===== config.mk =====
export PLATFORM = sky130hd
export DESIGN_NAME = rule30_ca_random_number_unit_flat
export DESIGN_NICKNAME = d
export VERILOG_FILES = /design/src/hw/rtl/rc30_pkg.sv /design/src/hw/rtl/rc30_if.sv /design/src/hw/rtl/rc30_ring.sv /design/src/hw/rtl/rc30_ctrl.sv /design/src/hw/rtl/rule30_ca_random_number_unit.sv /design/src/flat_wrapper.sv
export VERILOG_INCLUDE_DIRS = /design/src /design/src/hw/rtl
export SDC_FILE = /design/constraint.sdc
export NUM_CORES = 1
export LEC_CHECK = 0
export BUFFER_PORTS_ARGS = -buffer_cell sky130_fd_sc_hd__buf_4
export CORE_UTILIZATION = 57
export DETAILED_ROUTE_END_ITERATION = 6
export MAX_ROUTING_LAYER = met4
export PLACE_DENSITY = 0.77
export SYNTH_ARGS = -nofsm -noshare
export SYNTH_HDL_FRONTEND = slang
export SYNTH_SLANG_ARGS = --single-unit

===== constraint.sdc =====
create_clock -name clk -period 12.81 [get_ports clk]
set_input_delay 2.562 -clock clk [delete_from_list [all_inputs] [get_ports clk]]
set_output_delay 2.562 -clock clk [all_outputs]
set_load 0.05 [all_outputs]

===== src/hw/rtl/rule30_ca_random_number_unit_assert.svh =====
// Assertion macros shared by the rule 30 unit.
// Every user has ports named clk and rst_n.
`ifndef RULE30_CA_RANDOM_NUMBER_UNIT_ASSERT_SVH
`define RULE30_CA_RANDOM_NUMBER_UNIT_ASSERT_SVH

// Same-cycle implication.
`define RC30_ASSERT_NOW(lbl, ante, cons, msg) \
    lbl: assert property (@(posedge clk) disable iff (!rst_n) (ante) |-> (cons)) \
        else $error(msg);

// Next-cycle implication.
`define RC30_ASSERT_NEXT(lbl, ante, cons, msg) \
    lbl: assert property (@(posedge clk) disable iff (!rst_n) (ante) |=> (cons)) \
        else $error(msg);

`endif


===== src/hw/rtl/rc30_pkg.sv =====
`default_nettype none

package rc30_pkg;

    localparam int MAX_CELLS_DEF = 128;
    localparam int SEED_W        = 64;
    localparam int NUM_W         = 64;
    localparam int ROW_W         = 7;   // start row, generation index, half width
    localparam int CNT_W         = 8;   // ring length, up to 128
    localparam int POS_W         = 6;   // bit position in the result

    localparam logic [ROW_W-1:0] HALF_WIDTH_RST = 7'd64;

    typedef enum logic [1:0] {
        ST_IDLE,
        ST_RUN,
        ST_DONE
    } state_t;

    typedef struct packed {
        logic load;
        logic step;
    } ring_ctl_t;

endpackage

`default_nettype wire


===== src/hw/rtl/rc30_if.sv =====
`default_nettype none

interface rc30_req_if;
    logic                                valid;
    logic                                ready;
    logic signed [rc30_pkg::SEED_W-1:0]  seed;
    logic        [rc30_pkg::ROW_W-1:0]   start_row;

    modport source (output valid, output seed, output start_row, input ready);
    modport sink   (input valid, input seed, input start_row, output ready);
endinterface

interface rc30_rsp_if;
    logic                          valid;
    logic                          ready;
    logic [rc30_pkg::NUM_W-1:0]    number;
    logic                          bad_start;

    modport source (output valid, output number, output bad_start, input ready);
    modport sink   (input valid, input number, input bad_start, output ready);
endinterface

`default_nettype wire


===== src/hw/rtl/rc30_ring.sv =====
`default_nettype none

// Cell ring with the rule 30 generation unit: one generation per step.
module rc30_ring #(
    parameter int MAX_CELLS = rc30_pkg::MAX_CELLS_DEF
) (
    input  wire logic                              clk,
    input  wire rc30_pkg::ring_ctl_t               ctl,
    input  wire logic signed [rc30_pkg::SEED_W-1:0] seed,
    input  wire logic [rc30_pkg::CNT_W-1:0]        n,
    input  wire logic [rc30_pkg::ROW_W-1:0]        w,
    output logic                                   center
);

    localparam int IW = $clog2(MAX_CELLS);

    logic [MAX_CELLS-1:0]     ring_reg;
    logic [MAX_CELLS-1:0]     ring_next;
    logic [MAX_CELLS-1:0]     load_row;
    logic [MAX_CELLS-1:0]     step_row;
    logic [rc30_pkg::CNT_W-1:0] n_m1;
    logic                     last_cell;

    assign n_m1      = n - rc30_pkg::CNT_W'(1);
    assign last_cell = ring_reg[n_m1[IW-1:0]];
    assign center    = ring_reg[w[IW-1:0]];

    always_comb
    begin
        for (int i = 0; i < MAX_CELLS; i++)
        begin
            // cells past the seed's top bit take its sign bit
            load_row[i] = (rc30_pkg::CNT_W'(i) < n) ?
                          seed[(i < rc30_pkg::SEED_W) ? i : rc30_pkg::SEED_W - 1] : 1'b0;
        end
    end

    always_comb
    begin
        logic l_bit;
        logic r_bit;
        for (int i = 0; i < MAX_CELLS; i++)
        begin
            l_bit = (i == 0) ? last_cell : ring_reg[(i == 0) ? 0 : i - 1];
            if (rc30_pkg::CNT_W'(i) == n_m1)
                r_bit = ring_reg[0];
            else
                r_bit = ring_reg[(i == MAX_CELLS - 1) ? 0 : i + 1];
            step_row[i] = l_bit ^ (ring_reg[i] | r_bit);
        end
    end

    always_comb
    begin
        ring_next = ring_reg;
        if (ctl.load)
            ring_next = load_row;
        else if (ctl.step)
            ring_next = step_row;
    end

    always_ff @(posedge clk)
    begin
        ring_reg <= ring_next;
    end

endmodule

`default_nettype wire


===== src/hw/rtl/rc30_ctrl.sv =====
`default_nettype none
`include "rule30_ca_random_number_unit_assert.svh"

// Sequencer: runs the generations and builds the result from the centre cells.
module rc30_ctrl (
    input  wire logic                          clk,
    input  wire logic                          rst_n,
    input  wire logic                          accept,
    input  wire logic [rc30_pkg::ROW_W-1:0]    start_row,
    input  wire logic [rc30_pkg::ROW_W-1:0]    w,
    input  wire logic [rc30_pkg::CNT_W-1:0]    n,
    input  wire logic                          center,
    input  wire logic                          out_free,
    output rc30_pkg::ring_ctl_t                ctl,
    output logic                               idle,
    output logic                               fire,
    output logic [rc30_pkg::NUM_W-1:0]         number,
    output logic                               bad
);

    rc30_pkg::state_t                state_reg, state_next;
    logic [rc30_pkg::ROW_W-1:0]      gen_reg, gen_next;
    logic [rc30_pkg::ROW_W-1:0]      start_reg, start_next;
    logic [rc30_pkg::NUM_W-1:0]      num_reg, num_next;
    logic                            bad_reg, bad_next;

    logic [rc30_pkg::CNT_W-1:0]      gen_x;
    logic [rc30_pkg::CNT_W-1:0]      start_x;
    logic [rc30_pkg::CNT_W-1:0]      w_x;
    logic [rc30_pkg::CNT_W-1:0]      off;
    logic [rc30_pkg::POS_W-1:0]      pos;
    logic                            in_win;
    logic                            last_gen;

    assign gen_x    = rc30_pkg::CNT_W'(gen_reg);
    assign start_x  = rc30_pkg::CNT_W'(start_reg);
    assign w_x      = rc30_pkg::CNT_W'(w);
    // distance of this generation from the start row, around the ring
    assign off      = (gen_x >= start_x) ? (gen_x - start_x) : (gen_x + n - start_x);
    assign in_win   = off < w_x;
    assign pos      = rc30_pkg::POS_W'(w_x - rc30_pkg::CNT_W'(1) - off);
    assign last_gen = gen_x == (n - rc30_pkg::CNT_W'(1));

    always_ff @(posedge clk or negedge rst_n)
    begin
        if (!rst_n)
        begin
            state_reg <= rc30_pkg::ST_IDLE;
            gen_reg   <= '0;
            start_reg <= '0;
            num_reg   <= '0;
            bad_reg   <= 1'b0;
        end
        else
        begin
            state_reg <= state_next;
            gen_reg   <= gen_next;
            start_reg <= start_next;
            num_reg   <= num_next;
            bad_reg   <= bad_next;
        end
    end

    always_comb
    begin
        state_next = state_reg;
        gen_next   = gen_reg;
        start_next = start_reg;
        num_next   = num_reg;
        bad_next   = bad_reg;
        ctl        = '0;
        idle       = 1'b0;
        fire       = 1'b0;
        case (state_reg)
            rc30_pkg::ST_IDLE:
            begin
                idle = 1'b1;
                if (accept)
                begin
                    ctl.load   = 1'b1;
                    gen_next   = '0;
                    start_next = start_row;
                    num_next   = '0;
                    bad_next   = rc30_pkg::CNT_W'(start_row) >= n;
                    state_next = rc30_pkg::ST_RUN;
                end
            end
            rc30_pkg::ST_RUN:
            begin
                if (!bad_reg && in_win && center)
                    num_next = num_reg | (rc30_pkg::NUM_W'(1) << pos);
                if (last_gen)
                    state_next = rc30_pkg::ST_DONE;
                else
                begin
                    ctl.step = 1'b1;
                    gen_next = gen_reg + rc30_pkg::ROW_W'(1);
                end
            end
            rc30_pkg::ST_DONE:
            begin
                if (out_free)
                begin
                    fire       = 1'b1;
                    state_next = rc30_pkg::ST_IDLE;
                end
            end
            default:
            begin
                state_next = rc30_pkg::ST_IDLE;
            end
        endcase
    end

    assign number = num_reg;
    assign bad    = bad_reg;

    `RC30_ASSERT_NOW(a_gen_in_ring, state_reg == rc30_pkg::ST_RUN, gen_x < n, "generation past ring length")
    `RC30_ASSERT_NOW(a_bad_no_bits, state_reg != rc30_pkg::ST_IDLE && bad_reg, num_reg == '0, "bits set on bad start")
    `RC30_ASSERT_NEXT(a_run_ends, state_reg == rc30_pkg::ST_RUN && last_gen, state_reg == rc30_pkg::ST_DONE, "run did not end on last generation")

endmodule

`default_nettype wire


===== src/hw/rtl/rule30_ca_random_number_unit.sv =====
// Channel | Dir  | Payload                      | Transaction
// --------+------+------------------------------+--------------------------
// req     | in   | seed[63:0] s, start_row[6:0] | valid && ready
// rsp     | out  | number[63:0], bad_start      | valid && ready
// cfg     | in   | cfg_wr_data[6:0] half_width  | cfg_wr_en at clock edge
//
// A transaction loads the cell ring, runs its generations (W = clamped half
// width; the rule 30 unit updates all cells of the ring at once) and hands
// the result off to the output register.
// The finished result sits in an output register, so a new request is taken
// while the previous result waits; the engine only holds if that register is
// still full when it finishes. Async active-low reset; half width resets to 64.
`default_nettype none
`include "rule30_ca_random_number_unit_assert.svh"

module rule30_ca_random_number_unit #(
    parameter int MAX_CELLS = rc30_pkg::MAX_CELLS_DEF
) (
    input  wire logic                        clk,
    input  wire logic                        rst_n,
    input  wire logic                        cfg_wr_en,
    input  wire logic [rc30_pkg::ROW_W-1:0]  cfg_wr_data,
    rc30_req_if.sink                         req,
    rc30_rsp_if.source                       rsp
);

    // widest usable half width: half the ring, capped by the 64-bit result
    localparam int LIM_RAW = (MAX_CELLS / 2 > rc30_pkg::NUM_W) ? rc30_pkg::NUM_W : MAX_CELLS / 2;
    localparam int LIM     = (LIM_RAW < 1) ? 1 : LIM_RAW;

    logic [rc30_pkg::ROW_W-1:0]  hw_reg;
    logic [rc30_pkg::ROW_W-1:0]  w_eff;
    logic [rc30_pkg::CNT_W-1:0]  n_eff;

    rc30_pkg::ring_ctl_t         ring_ctl;
    logic                        center;
    logic                        eng_idle;
    logic                        eng_fire;
    logic [rc30_pkg::NUM_W-1:0]  eng_num;
    logic                        eng_bad;
    logic                        accept;
    logic                        out_free;

    logic                        out_valid_reg, out_valid_next;
    logic [rc30_pkg::NUM_W-1:0]  out_num_reg;
    logic                        out_bad_reg;

    // Config register: the user must write it only between transactions; the block does not enforce this.
    always_ff @(posedge clk or negedge rst_n)
    begin
        if (!rst_n)
            hw_reg <= rc30_pkg::HALF_WIDTH_RST;
        else if (cfg_wr_en)
            hw_reg <= cfg_wr_data;
    end

    // zero reads as one, anything above the limit as the limit
    always_comb
    begin
        if (hw_reg == '0)
            w_eff = rc30_pkg::ROW_W'(1);
        else if (hw_reg > rc30_pkg::ROW_W'(LIM))
            w_eff = rc30_pkg::ROW_W'(LIM);
        else
            w_eff = hw_reg;
    end

    assign n_eff = {w_eff, 1'b0};

    assign req.ready = eng_idle;
    assign accept    = req.valid && eng_idle;
    assign out_free  = !out_valid_reg || rsp.ready;

    rc30_ring #(
        .MAX_CELLS (MAX_CELLS)
    ) u_ring (
        .clk    (clk),
        .ctl    (ring_ctl),
        .seed   (req.seed),
        .n      (n_eff),
        .w      (w_eff),
        .center (center)
    );

    rc30_ctrl u_ctrl (
        .clk       (clk),
        .rst_n     (rst_n),
        .accept    (accept),
        .start_row (req.start_row),
        .w         (w_eff),
        .n         (n_eff),
        .center    (center),
        .out_free  (out_free),
        .ctl       (ring_ctl),
        .idle      (eng_idle),
        .fire      (eng_fire),
        .number    (eng_num),
        .bad       (eng_bad)
    );

    // Output register decouples the engine from the consumer.
    always_comb
    begin
        out_valid_next = out_valid_reg;
        if (eng_fire)
            out_valid_next = 1'b1;
        else if (rsp.ready)
            out_valid_next = 1'b0;
    end

    always_ff @(posedge clk or negedge rst_n)
    begin
        if (!rst_n)
            out_valid_reg <= 1'b0;
        else
            out_valid_reg <= out_valid_next;
    end

    always_ff @(posedge clk)
    begin
        if (eng_fire)
        begin
            out_num_reg <= eng_num;
            out_bad_reg <= eng_bad;
        end
    end

    assign rsp.valid     = out_valid_reg;
    assign rsp.number    = out_num_reg;
    assign rsp.bad_start = out_bad_reg;

    `RC30_ASSERT_NOW(a_fire_slot_free, eng_fire, !out_valid_reg || rsp.ready, "result overwrote a pending one")
    `RC30_ASSERT_NOW(a_upper_zero, out_valid_reg, (out_num_reg >> w_eff) == '0, "bits set above half width")
    `RC30_ASSERT_NOW(a_bad_zero, out_valid_reg && out_bad_reg, out_num_reg == '0, "bad start with non-zero number")

endmodule

`default_nettype wire


===== src/flat_wrapper.sv =====
// flat-port wrapper written by rule: the top's interface ports become plain ports
module rule30_ca_random_number_unit_flat 
#(
    parameter int MAX_CELLS = rc30_pkg::MAX_CELLS_DEF
)
  (clk, rst_n, cfg_wr_en, cfg_wr_data, req_valid, req_seed, req_start_row, req_ready, rsp_valid, rsp_number, rsp_bad_start, rsp_ready);
  rc30_req_if req_i ();
  rc30_rsp_if rsp_i ();
  input  wire logic clk;
  input  wire logic rst_n;
  input  wire logic cfg_wr_en;
  input  wire logic [rc30_pkg::ROW_W-1:0] cfg_wr_data;
  input wire logic [$bits(req_i.valid)-1:0] req_valid;
  input wire logic [$bits(req_i.seed)-1:0] req_seed;
  input wire logic [$bits(req_i.start_row)-1:0] req_start_row;
  output wire logic [$bits(req_i.ready)-1:0] req_ready;
  output wire logic [$bits(rsp_i.valid)-1:0] rsp_valid;
  output wire logic [$bits(rsp_i.number)-1:0] rsp_number;
  output wire logic [$bits(rsp_i.bad_start)-1:0] rsp_bad_start;
  input wire logic [$bits(rsp_i.ready)-1:0] rsp_ready;
  assign req_i.valid = req_valid;
  assign req_i.seed = req_seed;
  assign req_i.start_row = req_start_row;
  assign req_ready = req_i.ready;
  assign rsp_valid = rsp_i.valid;
  assign rsp_number = rsp_i.number;
  assign rsp_bad_start = rsp_i.bad_start;
  assign rsp_i.ready = rsp_ready;
  rule30_ca_random_number_unit #(.MAX_CELLS(MAX_CELLS)) u_core (.clk(clk), .rst_n(rst_n), .cfg_wr_en(cfg_wr_en), .cfg_wr_data(cfg_wr_data), .req(req_i), .rsp(rsp_i));
endmodule

* Yosys cells after proc, flatten, opt, wreduce, memory -nomap -nowiden
Cells that the tools add are included.
W data, S select, Z words.
** Storage, ports and cells
- Output and inout bits :: 67
- Word-level logic and storage cells :: 842
- Register bits after elaboration :: 282
- Bits of input ports :: 83
** Operators by class
- Equality and inequality tests :: 134
- Reduce and logical (&&, ||, !) cells :: 16
- Multiplexer cells :: 283
- Shifts and indexed selects :: 1
- Magnitude comparators :: 134
- Add/sub/neg operators :: 7
- Bitwise operators :: 257
** Operator list (number)
- $lt A7 B8 Y1 const A :: 64
- $eq A7 B8 Y1 const A :: 63
- $mux W1 :: 266
- $eq A6 B8 Y1 const A :: 32
- $lt A6 B8 Y1 const A :: 32
- $mux W128 :: 2
- $eq A5 B8 Y1 const A :: 16
- $lt A5 B8 Y1 const A :: 16
- $mux W64 :: 2
- $or A1 B1 Y1 :: 128
- $pmux W64 S2 :: 1
- $xor A1 B1 Y1 :: 128
- $eq A4 B8 Y1 const A :: 8
- $lt A4 B8 Y1 const A :: 8
- $or A64 B64 Y64 :: 1
- $shl A1 B6 Y64 const A :: 1
- $eq A3 B8 Y1 const A :: 4
- $lt A3 B8 Y1 const A :: 4
- $mux W7 :: 4
- $eq A2 B8 Y1 const A :: 2
- $lt A1 B8 Y1 const A :: 2
- $lt A2 B8 Y1 const A :: 2
- $lt A7 B8 Y1 const B :: 2
- $bmux W1 S7 :: 2
- 30 further kinds :: 42

* Logic depth before layout (Yosys ltp)
- Depth after elaboration :: 11
- Mapped depth :: 23
- Mapped depth without buffers :: 20

* Hierarchy
Synthesis repeated with hierarchy kept, for this count alone.
** Second synthesis, totals
- Cell total of the unflattened synthesis :: 1862
- Area total of the unflattened synthesis :: 19229.7 um^2
** Modules (own cells, without submodules)
- rc30_ring :: area an instance 12022.8 um^2, times used 1, sequential area each 3843.7 um^2, cells an instance 1218
- rc30_ctrl :: area an instance 4883.4 um^2, times used 1, sequential area each 2026.9 um^2, cells an instance 550
- rule30_ca_random_number_unit :: area an instance 2323.5 um^2, times used 1, sequential area each 2153.3 um^2, cells an instance 94

* Worst setup path after synthesis
Ideal clock, no wire load.
- Kind :: input port to flip-flop
- Start point :: in req_valid
- End point :: reg u_core.u_ctrl.gen_reg[2] (netlist bit)
- Path buffers :: 1
- Path slack :: 6309 ps
- Data required time :: 12676 ps
- Stages on the path :: 5
- Setup time :: 134 ps
- Arrival :: 6366 ps
- Path through :: and2_1 -> clkbuf_1 -> a21o_1 -> o21ai_0 -> a22o_1
** Between the ends
- Longest elaborated chain between the ends :: 3
** RTL lines
- start: declaration :: RTL line flat_wrapper.sv:13 : input wire logic [$bits(req_i.valid)-1:0] req_valid;
- $logic_and A1 B1 Y1 :: RTL line rule30_ca_random_number_unit.sv:71 : assign accept = req.valid && eng_idle;
- $ne A2 B1 Y1 (no source line)
- $reduce_and A3 Y1 (no source line)
- end signal: assignment :: RTL line rc30_ctrl.sv:57 : gen_reg <= gen_next;
- end: declaration :: RTL line rc30_ctrl.sv:22 : logic [rc30_pkg::ROW_W-1:0] gen_reg, gen_next;
No other way between the ends.
A chain may end at the register's enable or synchronous reset.

* Worst setup path in the final report
- Start point :: reg u_core.hw_reg[6] (netlist bit)
- End point :: reg u_core.u_ctrl.num_reg, in the netlist u_core.u_ctrl.number[30]
** Between the ends
- Longest elaborated chain between the ends :: 11
- Elaborated cells on any way between the ends :: 20
- Those cells by class :: add/sub (4); order compare (2); eq/ne (1); shift (1); mux (7); bitwise (1); reduce/logical (4)
** RTL lines
- start: declaration :: RTL line rule30_ca_random_number_unit.sv:31 : logic [rc30_pkg::ROW_W-1:0] hw_reg;
- start signal: assignment :: RTL line rule30_ca_random_number_unit.sv:52 : hw_reg <= rc30_pkg::HALF_WIDTH_RST;
- start signal: assignment :: RTL line rule30_ca_random_number_unit.sv:54 : hw_reg <= cfg_wr_data;
- $gt A7 B7 Y1 :: RTL line rule30_ca_random_number_unit.sv:62 : else if (hw_reg > rc30_pkg::ROW_W'(LIM))
- $mux W7 :: RTL line rule30_ca_random_number_unit.sv:62
- $mux W7 * :: RTL line rule30_ca_random_number_unit.sv:60 : if (hw_reg == '0)
- $add A7 B8 Y8 :: RTL line rc30_ctrl.sv:39 : assign off = (gen_x >= start_x) ? (gen_x - start_x) : (gen_x + n - start_x);
- $sub A8 B7 Y8 :: RTL line rc30_ctrl.sv:39
- $mux W8 :: RTL line rc30_ctrl.sv:39
- $sub A6 B6 Y6 or $lt A8 B7 Y1 (tied branches) :: RTL line rc30_ctrl.sv:41, rc30_ctrl.sv:40
- $shl A1 B6 Y64 or $logic_and A1 B1 Y1 (tied branches) :: RTL line rc30_ctrl.sv:91, rc30_ctrl.sv:90
- $or A64 B64 Y64 or $logic_and A1 B1 Y1 (tied branches) :: RTL line rc30_ctrl.sv:91, rc30_ctrl.sv:90
- $mux W64 or $ne A2 B2 Y1 (tied branches)
- $pmux W64 S2 or $reduce_and A3 Y1 (tied branches)
- end signal: assignment :: RTL line rc30_ctrl.sv:59 : num_reg <= num_next;
- end: declaration :: RTL line rc30_ctrl.sv:24 : logic [rc30_pkg::NUM_W-1:0] num_reg, num_next;
Every way passes the cells marked *; elsewhere a longest branch is shown, timed or not. The select of a mux whose other input is x is not followed.

==> metrics.log <==
[metrics] result of the run: finished, violations left
[metrics] violated checks: DRC
[metrics] sink count of the clock tree: roughly 280
[metrics] synthesized area divided by synthesized cell count: between 9 and 10 um^2
[metrics] effective utilization at floorplan: between 50% and 60%
[metrics] clock input transition at the sequential cells of the worst setup and hold paths: 70 ps
[metrics] share of total power in sequential cells: a little under a third
[metrics] die footprint: between 30,000 and 40,000 um^2
[metrics] floorplan row count: 63
[metrics] post-synthesis cell area: 17,260 um^2
[metrics] Hold/Removal Path Class: register to register
[metrics] fraction of layout instances using a drive strength above 1: roughly 17%
[metrics] clk_lat worst skew: 580 ps
[metrics] clk root buf: sky130_fd_sc_hd__clkbuf_16
[metrics] Synth Register Bits: approximately 280
[metrics] most frequent cells in the layout: sky130_fd_sc_hd__edfxtp_1, sky130_fd_sc_hd__nand2_1, sky130_fd_sc_hd__nor2_1, sky130_fd_sc_hd__buf_4, sky130_fd_sc_hd__o21ai_0
[metrics] setup repair after global routing missed its margin: no
[metrics] Area contributors post-synth: sky130_fd_sc_hd__edfxtp_1, sky130_fd_sc_hd__dfrtp_1, sky130_fd_sc_hd__xor2_1
[metrics] YS warnings: 0
[metrics] internal power of the cells: around 3.1 mW
[metrics] total inserted antenna cells: 0
[metrics] register area share after synthesis: about 47%
[metrics] transition time at the pin with the least slew margin: 1380 ps
[metrics] static leakage: a little under 8 nW
[metrics] distinct cell type count after synthesis: 88
[metrics] share of the synthesized area in the top cell type: about a third
[metrics] total I/O pin count: 150
[metrics] area growth from synthesis to final layout: 13.49%
[metrics] Syn Nets: 1,912
[metrics] async set-reset flop share out of synthesis: between 30% and 40%
[metrics] iteration count of the initial detailed-routing pass: 7
[metrics] number of routed nets with antenna violations: 0
[metrics] count of vias placed by the detailed router: ~15,000
[metrics] width of the chip: about 180 um
[metrics] Die Ht: about 180 um
[metrics] largest net degree at the start of global routing: roughly 100
[metrics] cts hold-fix bufs: 0
[metrics] Layout Skew: ~15 ps
[metrics] detailed placer's ending HPWL: 35,000 um
[metrics] number of DRC violations after detailed-routing iteration 0: a little over 2,000
[metrics] power density relative to cell area: 312.5 nW/um^2
[metrics] Fmax: 145.9 MHz
[metrics] sum of overflow across all layers after global routing: 0
[metrics] final worst path period share: about 54%
[metrics] critical path launch point type: register
[metrics] quantity of gates resized following cts: 0
[metrics] max FFs per register: around 130
[metrics] clock share of power: between 10 and 15%
[metrics] most common cell after layout, fill and taps aside: sky130_fd_sc_hd__edfxtp_1
[metrics] clock tree from TritonCTS: done
[metrics] P_sw: about 3.0 mW
[metrics] normalized max-slew margin: 7.656%
[metrics] average wire per cell in the routed design: 22.73 um
[metrics] number of nets in the layout: 1,995
[metrics] number of hold-slack violations in the final timing report: 0
[metrics] data required time at the worst endpoint: between 10,000 and 15,000 ps
[metrics] Main synth FF type: sky130_fd_sc_hd__edfxtp_1
[metrics] post-CTS repair timing setup buffer count: 0
[metrics] Tot GR Track Use: 34.78%
[metrics] crit end category: register
[metrics] antenna violations before repair: 0
[metrics] worst vdd rail ir drop: between 0.0004 and 0.0005 V
[metrics] global-route wire length before repair: 81,450 um
[metrics] overall routed net length: ~52,000 um
[metrics] number of port buffers: approximately 150
[metrics] cell type contributing the most total cell area after synthesis: sky130_fd_sc_hd__edfxtp_1
[metrics] crit path DAT: roughly 7300 ps
[metrics] average vias per placed instance: 6.565
[metrics] combinational share of power: between 50% and 60%
[metrics] count of flip-flops with a built-in enable after synthesis: 193
[metrics] global placement routability congestion: between 0.9 and 1
[metrics] post-layout power: slightly above 6 mW
[metrics] crit path time final: a little under 7000 ps
[metrics] vias in the first global route: between 10,000 and 15,000
[metrics] Switching Share: 49.32%
[metrics] worst setup path category: register to register
[metrics] DRC: 9
[metrics] number of pins with negative max-slew slack in the final report: 0
[metrics] largest fanout on the critical path: slightly below 60
[metrics] total clock buffers created by CTS: 30
[metrics] Longest Clk Path Bufs: 3
[metrics] number of instances in the synthesized netlist: 1,789
[metrics] number of H-tree levels: 1
[metrics] reported max-cap violation count: 0
[metrics] accumulated negative setup slack: 0 ps
[metrics] # setup viols final: 0
[metrics] total core area: just under 30,000 um^2
[Yosys cell counts, types with 4 or more instances]
master                     number
sky130_fd_sc_hd__a22oi_1        4
sky130_fd_sc_hd__buf_1          5
sky130_fd_sc_hd__a21o_1        18
sky130_fd_sc_hd__and2_1         4
sky130_fd_sc_hd__nand2b_1       7
sky130_fd_sc_hd__nand3_1       91
sky130_fd_sc_hd__o21ai_1       54
sky130_fd_sc_hd__fa_1           9
sky130_fd_sc_hd__o22ai_1       10
sky130_fd_sc_hd__a21oi_1       51
sky130_fd_sc_hd__o21ai_0      170
sky130_fd_sc_hd__o221ai_1       5
sky130_fd_sc_hd__xnor2_1       25
sky130_fd_sc_hd__mux2_2        66
sky130_fd_sc_hd__or3_1         17
sky130_fd_sc_hd__clkbuf_1      74
sky130_fd_sc_hd__o211ai_1      14
sky130_fd_sc_hd__o31ai_1       14
sky130_fd_sc_hd__or4_1          4
sky130_fd_sc_hd__edfxtp_1     193
sky130_fd_sc_hd__nor2b_1       14
sky130_fd_sc_hd__xor2_1       120
sky130_fd_sc_hd__a311oi_1       5
sky130_fd_sc_hd__nor2_1       172
sky130_fd_sc_hd__nand4_1       63
sky130_fd_sc_hd__nor4_1        10
sky130_fd_sc_hd__nor3b_1        6
sky130_fd_sc_hd__ha_1          31
sky130_fd_sc_hd__buf_2         36
sky130_fd_sc_hd__dfrtp_1       88
sky130_fd_sc_hd__nor3_1        28
sky130_fd_sc_hd__and3_1        19
sky130_fd_sc_hd__inv_1         43
sky130_fd_sc_hd__nand2_1      182
sky130_fd_sc_hd__o21a_1         8
sky130_fd_sc_hd__o21bai_1       4
sky130_fd_sc_hd__a21boi_0       7
sky130_fd_sc_hd__mux2i_1       27
sky130_fd_sc_hd__a31oi_1        6
sky130_fd_sc_hd__a211oi_1      14
[critical path, cell delays in order (launching register included)]
cell	delay, ps
sky130_fd_sc_hd__dfstp_2	370
sky130_fd_sc_hd__buf_4	260
sky130_fd_sc_hd__nor4_4	720
sky130_fd_sc_hd__a21o_2	720
sky130_fd_sc_hd__inv_2	540
sky130_fd_sc_hd__fa_1	670
sky130_fd_sc_hd__inv_1	40
sky130_fd_sc_hd__ha_1	200
sky130_fd_sc_hd__fa_1	430
sky130_fd_sc_hd__mux2_2	280
sky130_fd_sc_hd__ha_1	350
sky130_fd_sc_hd__nor2b_1	170
sky130_fd_sc_hd__o21a_1	170
sky130_fd_sc_hd__o21a_1	160
sky130_fd_sc_hd__o21a_1	170
sky130_fd_sc_hd__o21ai_0	160
sky130_fd_sc_hd__o211a_1	170
sky130_fd_sc_hd__buf_4	480
sky130_fd_sc_hd__nand2_1	270
sky130_fd_sc_hd__o31ai_1	320
[per-stage QoR]
| step | cell area (um^2) | instances | util [%] | hold slack (ps) | worst slack, ps |
|---|---|---|---|---|---|
| after CTS | 19580 | 2286 | 65.90 | 444.7 | 6043 |
| final | 19580 | 2286 | 65.90 | 439.4 | 5954 |
| after floorplan | 17260 | 1789 | - | 424.8 | 6309 |
| after detailed placement | 18580 | 2230 | 62.52 | 432.9 | 6060 |
| after global routing | 19580 | 2286 | 65.90 | 453.5 | 5662 |
| after global placement | 18580 | 2230 | 62.52 | 431.2 | 6313 |
[final cells by class]
class | instances | area [um^2]
Clock inverter | 20 | 190.2
Fill cell | 2346 | 10130
Inverter | 46 | 172.7
Clock buffer | 36 | 815.8
Tap cell | 390 | 488.0
Timing Repair Buffer | 171 | 1284
Sequential cell | 282 | 8024
Multi-Input combinational cell | 1341 | 8610
[path summary, 6_finish.rpt]
path / to / start / slack, ps / depth (start not counted)
max: u_core.u_ctrl.number[30]$_DFFE_PN0P_ / u_core.hw_reg[6]$_DFFE_PN1P_ / 5950 / 19
min: u_core.rsp.number[58]$_DFFE_PP_ / u_core.u_ctrl.number[58]$_DFFE_PN0P_ / 440 / 0
max reg2reg: u_core.u_ctrl.number[30]$_DFFE_PN0P_ / u_core.hw_reg[6]$_DFFE_PN1P_ / 5950 / 19
min reg2reg: u_core.rsp.number[58]$_DFFE_PP_ / u_core.u_ctrl.number[58]$_DFFE_PN0P_ / 440 / 0
max in group asynchronous: u_core.u_ctrl.number[11]$_DFFE_PN0P_ / rst_n / 9740 / 2
min in group asynchronous: u_core.u_ctrl.number[27]$_DFFE_PN0P_ / rst_n / 1860 / 1
[per-layer routing]
layer  global-route usage [%]  share of wire, %
met1                    44.75                38
met2                    53.36                46
met3                    5.448               9.7
met4                    18.04               5.7
met5                        -                 0
[power by group through the flow]
stage / combinational (mW) / sequential, mW / clock, mW
6_report: 3.37 / 1.87 / 0.886
5_1_grt: 3.67 / 1.90 / 0.927
4_1_cts: 3.29 / 1.85 / 0.892
3_5_place_dp: 3.26 / 1.86 / 0
3_3_place_gp: 3.17 / 1.84 / 0
2_1_floorplan: 2.48 / 1.73 / 0
[logic make-up (layout without fill, tap and decap cells)]
| group | count (synthesis) | in the layout | synth area share (%) |
|---|---|---|---|
| DFF | 282 | 282 | 46.50 |
| and+or+nand+nor | 635 | 635 | 17.51 |
| xor gates and xnor gates | 146 | 146 | 7.519 |
| AOI/OAI and AO/OA | 425 | 425 | 15.08 |
| buffers and inverters | 166 | 273 | 4.024 |
| muxes | 95 | 95 | 6.069 |
| adders and majority gates | 40 | 40 | 3.292 |
Power figures use the tool's default switching activity.
